==> src/hdl/assert_macros.svh <==
// Assertion macros for the block's RTL; included by dct8_ctrl.
// No dependencies; expects clk and arst_n in the including scope.
`ifndef ASSERT_MACROS_SVH
`define ASSERT_MACROS_SVH

// same-cycle implication
`define DCT_ASSERT(lbl, ante, cons) \
	lbl: assert property (@(posedge clk) disable iff (!arst_n) (ante) |-> (cons)) \
		else $error("assertion failed");

// next-cycle implication
`define DCT_ASSERT_NXT(lbl, ante, cons) \
	lbl: assert property (@(posedge clk) disable iff (!arst_n) (ante) |=> (cons)) \
		else $error("assertion failed");

`endif

==> src/hdl/dct8_pkg.sv <==
// Types and constants of the 8x8 DCT / IDCT block.
// No dependencies; used by the controller, datapath and top level.
package dct8_pkg;

	localparam int N = 8;
	localparam int VAL_W = 16;
	localparam int MID_W = 32;
	localparam int PROD_W = 48;
	localparam int ACC_W = 51;
	localparam int MID_SHIFT = 4;
	localparam int FWD_SHIFT = 22;
	localparam int INV_SHIFT = 30;

	// Q1.14 cosine table, row k, column n
	localparam logic signed [15:0] COS_TAB [64] = '{
		16'sd11585, 16'sd11585, 16'sd11585, 16'sd11585,
		16'sd11585, 16'sd11585, 16'sd11585, 16'sd11585,
		16'sd16069, 16'sd13623, 16'sd9102, 16'sd3196,
		-16'sd3196, -16'sd9102, -16'sd13623, -16'sd16069,
		16'sd15137, 16'sd6270, -16'sd6270, -16'sd15137,
		-16'sd15137, -16'sd6270, 16'sd6270, 16'sd15137,
		16'sd13623, -16'sd3196, -16'sd16069, -16'sd9102,
		16'sd9102, 16'sd16069, 16'sd3196, -16'sd13623,
		16'sd11585, -16'sd11585, -16'sd11585, 16'sd11585,
		16'sd11585, -16'sd11585, -16'sd11585, 16'sd11585,
		16'sd9102, -16'sd16069, 16'sd3196, 16'sd13623,
		-16'sd13623, -16'sd3196, 16'sd16069, -16'sd9102,
		16'sd6270, -16'sd15137, 16'sd15137, -16'sd6270,
		-16'sd6270, 16'sd15137, -16'sd15137, 16'sd6270,
		16'sd3196, -16'sd9102, 16'sd13623, -16'sd16069,
		16'sd16069, -16'sd13623, 16'sd9102, -16'sd3196
	};

	typedef struct packed {
		logic       issue;
		logic       pass;
		logic       inv;
		logic [2:0] o;
		logic [2:0] m;
		logic [2:0] t;
		logic       ld_we;
		logic [5:0] ld_addr;
		logic       emit_rd;
		logic [5:0] emit_addr;
		logic       out_load;
		logic       out_last;
	} dct8_cmd_t;

	typedef struct packed {
		logic out_busy;
		logic out_taken;
	} dct8_stat_t;

endpackage

==> src/hdl/dct8_ctrl.sv <==
// Sequencer of the 8x8 DCT / IDCT: load, two MAC passes, drain, emit.
// Depends on dct8_pkg and assert_macros.svh.
`include "assert_macros.svh"
module dct8_ctrl import dct8_pkg::*; (
	input  logic       clk,
	input  logic       arst_n,
	input  logic       cfg_we,
	input  logic       cfg_wdata,
	input  logic       in_valid,
	output logic       in_ready,
	input  dct8_stat_t stat,
	output dct8_cmd_t  cmd
);

	localparam logic [2:0] ST_LOAD  = 3'd0;
	localparam logic [2:0] ST_RUN   = 3'd1;
	localparam logic [2:0] ST_DRAIN = 3'd2;
	localparam logic [2:0] ST_ERD   = 3'd3;
	localparam logic [2:0] ST_ELD   = 3'd4;
	localparam logic [2:0] ST_WAIT  = 3'd5;

	logic [2:0] state_q;
	logic [8:0] cnt_q;
	logic [1:0] drain_q;
	logic [5:0] fill_q;
	logic       pass_q;
	logic       mode_q;
	logic       inv_q;
	logic       in_acc;

	assign in_ready = (state_q == ST_LOAD);
	assign in_acc = in_valid && in_ready;

	always_ff @(posedge clk or negedge arst_n) begin
		if (!arst_n) begin
			state_q <= ST_LOAD;
			cnt_q <= '0;
			drain_q <= '0;
			fill_q <= '0;
			pass_q <= 1'b0;
			mode_q <= 1'b0;
			inv_q <= 1'b0;
		end else begin
			if (cfg_we) begin
				mode_q <= cfg_wdata;
			end
			unique case (state_q)
				ST_LOAD: begin
					if (in_valid) begin
						fill_q <= fill_q + 6'd1;
						if (fill_q == 6'd63) begin
							state_q <= ST_RUN;
							cnt_q <= '0;
							pass_q <= 1'b0;
							inv_q <= mode_q;
						end
					end
				end
				ST_RUN: begin
					cnt_q <= cnt_q + 9'd1;
					if (cnt_q == 9'd511) begin
						state_q <= ST_DRAIN;
						drain_q <= '0;
					end
				end
				ST_DRAIN: begin
					drain_q <= drain_q + 2'd1;
					if (drain_q == 2'd3) begin
						cnt_q <= '0;
						if (!pass_q) begin
							pass_q <= 1'b1;
							state_q <= ST_RUN;
						end else begin
							state_q <= ST_ERD;
						end
					end
				end
				ST_ERD: begin
					state_q <= ST_ELD;
				end
				ST_ELD: begin
					state_q <= ST_WAIT;
				end
				ST_WAIT: begin
					if (stat.out_taken) begin
						if (cnt_q[5:0] == 6'd63) begin
							state_q <= ST_LOAD;
						end else begin
							cnt_q <= cnt_q + 9'd1;
							state_q <= ST_ERD;
						end
					end
				end
				default: begin
					state_q <= ST_LOAD;
				end
			endcase
		end
	end

	always_comb begin
		cmd = '0;
		cmd.issue = (state_q == ST_RUN);
		cmd.pass = pass_q;
		cmd.inv = inv_q;
		cmd.o = cnt_q[8:6];
		cmd.m = cnt_q[5:3];
		cmd.t = cnt_q[2:0];
		cmd.ld_we = in_acc;
		cmd.ld_addr = fill_q;
		cmd.emit_rd = (state_q == ST_ERD);
		cmd.emit_addr = cnt_q[5:0];
		cmd.out_load = (state_q == ST_ELD);
		cmd.out_last = (cnt_q[5:0] == 6'd63);
	end

	`DCT_ASSERT(a_load_free, cmd.out_load, !stat.out_busy)
	`DCT_ASSERT_NXT(a_start_run, in_acc && fill_q == 6'd63,
		state_q == ST_RUN && cnt_q == 9'd0 && !pass_q)
	`DCT_ASSERT_NXT(a_emit_done, state_q == ST_WAIT && stat.out_taken && cnt_q[5:0] == 6'd63,
		state_q == ST_LOAD && fill_q == 6'd0)

endmodule

==> config.mk <==
export PLATFORM = sky130hd
export DESIGN_NAME = dct8_ctrl
export DESIGN_NICKNAME = d
export VERILOG_FILES = /design/src/hdl/dct8_pkg.sv /design/src/hdl/dct8_ctrl.sv
export VERILOG_INCLUDE_DIRS = /design/src /design/src/hdl
export SDC_FILE = /design/constraint.sdc
export NUM_CORES = 1
export LEC_CHECK = 0
export BUFFER_PORTS_ARGS = -buffer_cell sky130_fd_sc_hd__buf_2
export CAP_MARGIN = 20
export CORE_MARGIN = 5
export CORE_UTILIZATION = 40
export CTS_CLUSTER_SIZE = 20
export DETAILED_ROUTE_END_ITERATION = 7
export SETUP_SLACK_MARGIN = 0.1
export SLEW_MARGIN = 15
export SYNTH_ARGS = -nofsm -noshare
export SYNTH_HDL_FRONTEND = slang
export SYNTH_SLANG_ARGS = --single-unit
==> constraint.sdc <==
create_clock -name clk -period 3.6 [get_ports clk]
set_clock_uncertainty 0.1 [all_clocks]
set_input_delay 1.08 -clock clk [delete_from_list [all_inputs] [get_ports clk]]
set_output_delay 1.08 -clock clk [all_outputs]
set_load 0.02 [all_outputs]
==> metrics <==
status=finished clean; ANT cells=0; Remaining DRCs=0; die height=68.26 um; vias in the first global route=1131; starting DRC count in detailed routing=31; Core Util, Final=0.4607; Primary FF master, synth=dfrtp_1; first-pass GRT wire length=5023 um; post-layout min period=2.916 ns; EDFF count, synth=0; crit path max fanout=5; H-tree levels=1; power per cell area=256.7 nW/um^2; Worst Setup End Kind=output port; Max Fclk=342.9 MHz; setup bufs post-CTS=0; Arr. time, crit path=1.74 ns; RSZ-0062 raised after global routing=false; io pins=36; hold_sp=fill_q[4]$_DFFE_PN0P_; critical path class=primary input to output port; Synth Area in XOR/XNOR=0.03226; r2r startpoint=cnt_q[0]$_DFFE_PN0P_; row count=21; Max VDD drop=0.0001392 V; DP Cell Count=207; Synth async-reset ratio=1.000; GP Congestion=0.8111; Mapped Nets=152; P_sw=83.84 uW; slew margin rel.=0.6256; Internal=307.7 uW; final hold violation count=0; final setup TNS=0 ns; hold-fix buffer count after cts=0; Initial Utilization=0.4101; die area=4659 um^2; WL/cell=14.17 um; reported max-cap violation count=0; HPWL after DPL=2221 um; combinational share of power=0.034; antenna violations before repair=0; most frequent cells in the layout=buf_2, dfrtp_1, nand2_1; largest net degree at the start of global routing=24; Antenna Violating Nets Remaining=0; layout cell share with drive strength beyond 1=0.2727; YS warnings=0; CTS root buffer=clkbuf_4; clock-pin slew on the worst setup and hold paths=0.12 ns; startpoint class of the critical path=primary input; Sw Share=0.2141; Compound-Gate Fraction of Synth Area=0.2065; via count=1129; input/output buffers=34; setup violators final=0; sequential power share=0.667; global route overflow=0; Final Non-Filler Cells=211; top cells by area, synth=dfrtp_1, buf_4, ha_1; CP startpoint=in_valid; TritonCTS clock tree=done; Num CTS Buffers=3; Fillers=346; Tightest Pin Transition=0.5616 ns; Post-Syn Instances=141; Mean Syn Cell Area=9.628 um^2; Synth Area in Adders=0.03687; post_cts resized=0; Nets=177; Distinct cells, synth=38; top sig layer=met4; static leakage=0.7418 nW; WL met2=1448 um; cell taking the most area after synthesis=dfrtp_1; CP required=2.42 ns; Clock power frac=0.299; DRT Pass-1 Iters=4; WL met1=1359 um; largest family of logic cells by synthesized area=compound AO/OA/AOI/OAI gates; period utilization=0.8100; die width=68.26 um; CORE AREA=3311 um^2; Synth Area in Simple Gates=0.1899; clk buf depth=2; final wirelength=2990 um; Seq cells post-synth=23; cell area after synthesis=1358 um^2; Slew Limit Fails=0; share of the synthesized area in the top cell type=0.4240; routed vias/inst=5.351; met3 wire len=162 um; GRT Util Overall=0.1408; HP Class=flip-flop to flip-flop; most common cell after layout, fill and taps aside=buf_2; Clock Latency Late Sink=0.30 ns; sequential fraction of the synthesis area=0.4240; multiplexer share of the synthesized area=0.03318; Clock Sinks=23; Area growth syn-to-layout=12.35%
[cell usage after synthesis (3+ instances only)]
cell / n
or3_1: 3
mux2_2: 4
nor2_1: 10
buf_4: 9
ha_1: 4
dfrtp_1: 23
o21ai_0: 8
and3_1: 3
buf_2: 3
nor3_1: 6
nand2_1: 13
inv_1: 3
nand3_1: 4
o22a_1: 5
a21oi_1: 8
xor2_1: 3
[cells by family after synthesis]
logic type                 after synthesis
adders and majority gates                4
and+or+nand+nor                         48
AOI/OAI and AO/OA                       39
DFF                                     23
xor gates and xnor gates                 5
buffers and inverters                   18
muxes                                    4
[stage by stage]
| step | hold slack, ns | cell area [um^2] | setup slack (ns) | power [mW] |
|---|---|---|---|---|
| detailed placement | 0.3954 | 1499 | 0.6778 | 0.2801 |
| floorplan | 0.3766 | 1358 | 0.8699 | 0.2698 |
| global route | 0.4477 | 1525 | 0.5593 | 0.4127 |
| finish | 0.4164 | 1525 | 0.6840 | 0.3915 |
| global placement | 0.3783 | 1499 | 0.7081 | 0.2796 |
| CTS | 0.4198 | 1525 | 0.6786 | 0.4020 |
[cell type report]
class	count	area (um^2)	share of cell area
Inverter	3	11.26	0.007383
Clock buffer	4	26.28	0.01723
Multi-Input combinational cell	100	676.9	0.4438
Timing Repair Buffer	35	177.7	0.1165
Tap cell	46	57.56	0.03774
Sequential cell	23	575.6	0.3774
[path summary, 6_finish.rpt]
| path | to | slack, ns | depth (start not counted) |
|---|---|---|---|
| min in group asynchronous | fill_q[1]$_DFFE_PN0P_ | 0.63 | 1 |
| hold / removal | fill_q[4]$_DFFE_PN0P_ | 0.42 | 1 |
| setup reg to reg | state_q[0]$_DFFE_PN0P_ | 1.19 | 9 |
| max in group asynchronous | inv_q$_DFFE_PN0P_ | 2.41 | 1 |
| setup / recovery | cmd[15] | 0.68 | 3 |
| hold reg to reg | fill_q[4]$_DFFE_PN0P_ | 0.42 | 1 |
[power by group through the flow]
stage               Combinational, mW  Clock, mW  Sequential [mW]
finish                         0.0134      0.117            0.261
global route                   0.0157      0.135            0.262
CTS                            0.0140      0.127            0.261
detailed placement             0.0139          0            0.266
global placement               0.0136          0            0.266
floorplan                     0.00307          0            0.267
[flip-flops by register name, indices dropped and copies added (netlist names)]
register / cells
cnt_q: 9
mode_q: 1
fill_q: 6
state_q: 3
inv_q: 1
pass_q: 1
drain_q: 2
[metal layers]
metal,up-vias,GRT usage
li1,556,-
met1,546,0.1852
met2,25,0.2335
met3,2,0.02299
met4,0,0.04715
met5,-,0
[critical path, cell delays in order]
cell and delay, ns:
buf_2 0.09, nor4b_4 0.32, buf_2 0.24
(Power assumes the default switching activity.)
